`src/rtl/core/pblp_ram.sv`:
```
`timescale 1ns / 1ps
// Generic simple dual-port RAM with one write port and a registered read port.
// Stand-alone; instantiated by the picker top level.
module pblp_ram #(
    parameter int WIDTH = 8,
    parameter int DEPTH = 16,
    localparam int AW = (DEPTH > 1) ? $clog2(DEPTH) : 1
) (
    input  logic             clk,
    input  logic             we,
    input  logic [AW-1:0]    waddr,
    input  logic [WIDTH-1:0] wdata,
    input  logic             re,
    input  logic [AW-1:0]    raddr,
    output logic [WIDTH-1:0] rdata
);

    logic [WIDTH-1:0] mem [DEPTH];

    // Write port.
    always_ff @(posedge clk)
    begin
        if (we)
        begin
            mem[waddr] <= wdata;
        end
    end

    // Registered read port with a read enable.
    always_ff @(posedge clk)
    begin
        if (re)
        begin
            rdata <= mem[raddr];
        end
    end

endmodule
```
`config.mk`:
```
export PLATFORM = sky130hd
export DESIGN_NAME = pblp_ram
export DESIGN_NICKNAME = d
export VERILOG_FILES = /design/src/rtl/core/pblp_ram.sv
export SDC_FILE = /design/constraint.sdc
export NUM_CORES = 1
export LEC_CHECK = 0
export ABC_AREA = 1
export ABC_CLOCK_PERIOD_IN_PS = 2150
export BUFFER_PORTS_ARGS = -buffer_cell sky130_fd_sc_hd__buf_2
export CAP_MARGIN = 15
export CORE_MARGIN = 2
export CORE_UTILIZATION = 41
export CTS_CLUSTER_DIAMETER = 150
export CTS_CLUSTER_SIZE = 28
export DETAILED_ROUTE_END_ITERATION = 8
export HOLD_SLACK_MARGIN = 0.05
export PLACE_DENSITY = 0.58
export SETUP_SLACK_MARGIN = 0.02
export SKIP_LAST_GASP = 1
export SLEW_MARGIN = 5
export SYNTH_ARGS = -nofsm -noshare
export SYNTH_HDL_FRONTEND = slang
export SYNTH_SLANG_ARGS = --single-unit
```
`constraint.sdc`:
```
create_clock -name clk -period 2.15 [get_ports clk]
set_clock_uncertainty 0.1 [all_clocks]
set_input_delay 0.1075 -clock clk [delete_from_list [all_inputs] [get_ports clk]]
set_output_delay 0.1075 -clock clk [all_outputs]
set_load 0.05 [all_outputs]
```
==> qor.txt <==
Static leakage -> 2.88 nW
GRT overflow -> 0
Final Hold Viols -> 0
Wl on met1 -> 5880 um
Setup violators final -> 0
Max Fclk -> 780 MHz
Critical path class -> register to primary output
Die ar. -> 15200 um^2
Top layer in use -> met4
Ports -> 27
# Post-CTS Setup Buffers -> 0
Yosys warns -> 0
Total track usage -> 0.189
Clock Path Buffers -> 2
Sw Ratio -> 0.220
Register area share after synthesis -> 0.698
GPL Wtd Cong -> 0.881
Die height -> 123 um
Post-CTS Hold Buffers -> 7
Share of cells above drive strength 1 -> 0.109
Crit share post-route -> 0.597
Crit Path Max Fanout -> 1
Worst slack, placed -> 0.474 ns
Setup crit end kind -> primary output
Synth Area per Inst -> 10.6 um^2
Post-Route Setup TNS -> 0 ns
Seq cells post-synth -> 136
Vias in the first global route -> 3559
Clock sink total -> 136
Die Width -> 123 um
Setup ws final -> 0.867 ns
Pwr Total -> 6.28 mW
Netlist Area Pre-Place -> 5850 um^2
Largest net degree at the start of global routing -> 65
DR DRC count -> 0
Switching Power -> 1.38 mW
Yosys cell types -> 11
First DRT Iteration DRCs -> 289
Int Pwr -> 4.90 mW
Worst slew margin -> 0.407
Clock-pin slew on the worst setup and hold paths -> 0.06 ns
Syn Nets -> 570
PwrDens -> 927 nW/um^2
Wirelength per Cell -> 16.8 um
CTS resizes -> 0
Placed Cells -> 740
Logic pwr share -> 0.064
Max-cap viol count -> 0
Arrival @ worst endpoint -> 1.08 ns
Outcome -> finished clean
Initial antenna violation count -> 0
Delay-heaviest family, CP -> flip-flops
Hold/Removal Path Class -> input pin to register
Max Slew Vio Count -> 0
Row count -> 43
Critical path's slowest cell -> edfxtp_1
First-pass GRT wire length -> 20500 um
Pre-Repair DR Iteration Count -> 5
Cts bufs inserted -> 17
Tightest Pin Transition -> 0.887 ns
Met2 WL -> 5870 um
Average via count per standard cell -> 4.85
Fin cells -> 779
CTS tree -> done
Sequential cell fraction of total power -> 0.479
Core footprint -> 13900 um^2
Max VDD drop -> 0.475 mV
Via Count -> 3782
Synth Instances -> 551
Minimum clock period -> 1.28 ns
Final Util -> 0.488
Antenna cells -> 0
# nets final -> 605
Clock share of power -> 0.457
Worst stage delay on the critical path -> 0.39 ns
Hpwl dp -> 8010 um
Req. time, crit path -> 1.94 ns
RSZ-0062 raised after global routing -> false
Routed wire length -> 13100 um
Startpoint Class -> register
Filler cells -> 1282
Post-detailed-route count of antenna-violating nets -> 0
Met3 wire len -> 873 um
Worst path cell trace -> buf_2
CTS Root Cell -> clkbuf_16
Area Growth Syn to Fin -> 15.8%
H-tree levels -> 4
Worst path bufs/invs -> 1
Initial Utilization -> 0.421
Clk Latency, worst-skew pair -> 0.41 ns
# port buffers -> 26
==> state kept, by name, summed over array words and instances (netlist names) <==
register	flops
rdata	8
mem	128
==> area by class of cell <==
cell class              instances  area, um^2  area share
clock buffers                  17         425      0.0628
clock inverters                15         160      0.0237
inverters                     102         383      0.0566
multi-input cells             289        1210       0.179
flip-flops and latches        136        4080       0.603
well taps                     180         225      0.0333
repair buffers                 40         278      0.0410
==> power by group through the flow <==
| stage | clock, mW | sequential, mW | combinational (mW) |
|---|---|---|---|
| floorplan | 0 | 3.10 | 0.209 |
| global placement | 0 | 3.06 | 0.396 |
| detailed placement | 0 | 3.06 | 0.399 |
| CTS | 2.90 | 3.01 | 0.409 |
| global route | 3.00 | 3.01 | 0.451 |
| finish | 2.87 | 3.01 | 0.404 |
==> metal layers <==
| metal | global-route usage | up-vias |
|---|---|---|
| met5 | 0 | - |
| met4 | 0.0923 | 0 |
| met3 | 0.0452 | 32 |
| met2 | 0.270 | 147 |
| met1 | 0.271 | 1753 |
| li1 | - | 1850 |
==> layout by cell type, fill, tap and decap left out <==
cell type,instances
inv_2,2
clkinv_2,5
clkbuf_16,17
buf_2,26
buf_4,5
inv_1,100
nand3_1,97
nand3b_1,2
dlygate4sd3_1,7
nor2_1,17
nand2_1,173
clkinvlp_4,5
edfxtp_1,136
buf_12,2
bufinv_16,3
clkinv_1,2
==> worst paths after layout <==
kind | from | depth (start not counted) | slack [ns] | endpoint
worst max-delay path | rdata[3]$_DFFE_PP_ | 1 | 0.87 | rdata[3]
worst min-delay path | wdata[0] | 1 | 0.05 | mem[1][0]$_DFFE_PP_
worst max register to register | mem[10][4]$_DFFE_PP_ | 6 | 0.89 | rdata[4]$_DFFE_PP_
worst min register to register | mem[12][1]$_DFFE_PP_ | 6 | 0.65 | rdata[1]$_DFFE_PP_
==> cells in the mapped netlist, drive strengths merged <==
library cell | number | share of area
edfxtp | 136 | 0.70
nand2 | 173 | 0.11
nand3b | 2 | 0.0026
nor2 | 17 | 0.011
nand3 | 97 | 0.083
inv | 102 | 0.065
buf | 24 | 0.028
==> through the flow <==
step / instance area [um^2] / hold WS [ns]
3_5_place_dp: 6110 / 0.382
4_1_cts: 6770 / 0.0529
6_report: 6770 / 0.0498
3_3_place_gp: 6110 / 0.377
2_1_floorplan: 5850 / 0.106
5_1_grt: 6770 / 0.0508
==> cell families (layout without fill, tap and decap cells) <==
logic type             after synthesis  in the layout  synth area share
buffers and inverters              126            174            0.0939
flip-flops                         136            136             0.698
AND/OR/NAND/NOR                    289            289             0.208
(Power assumes the default switching activity.)
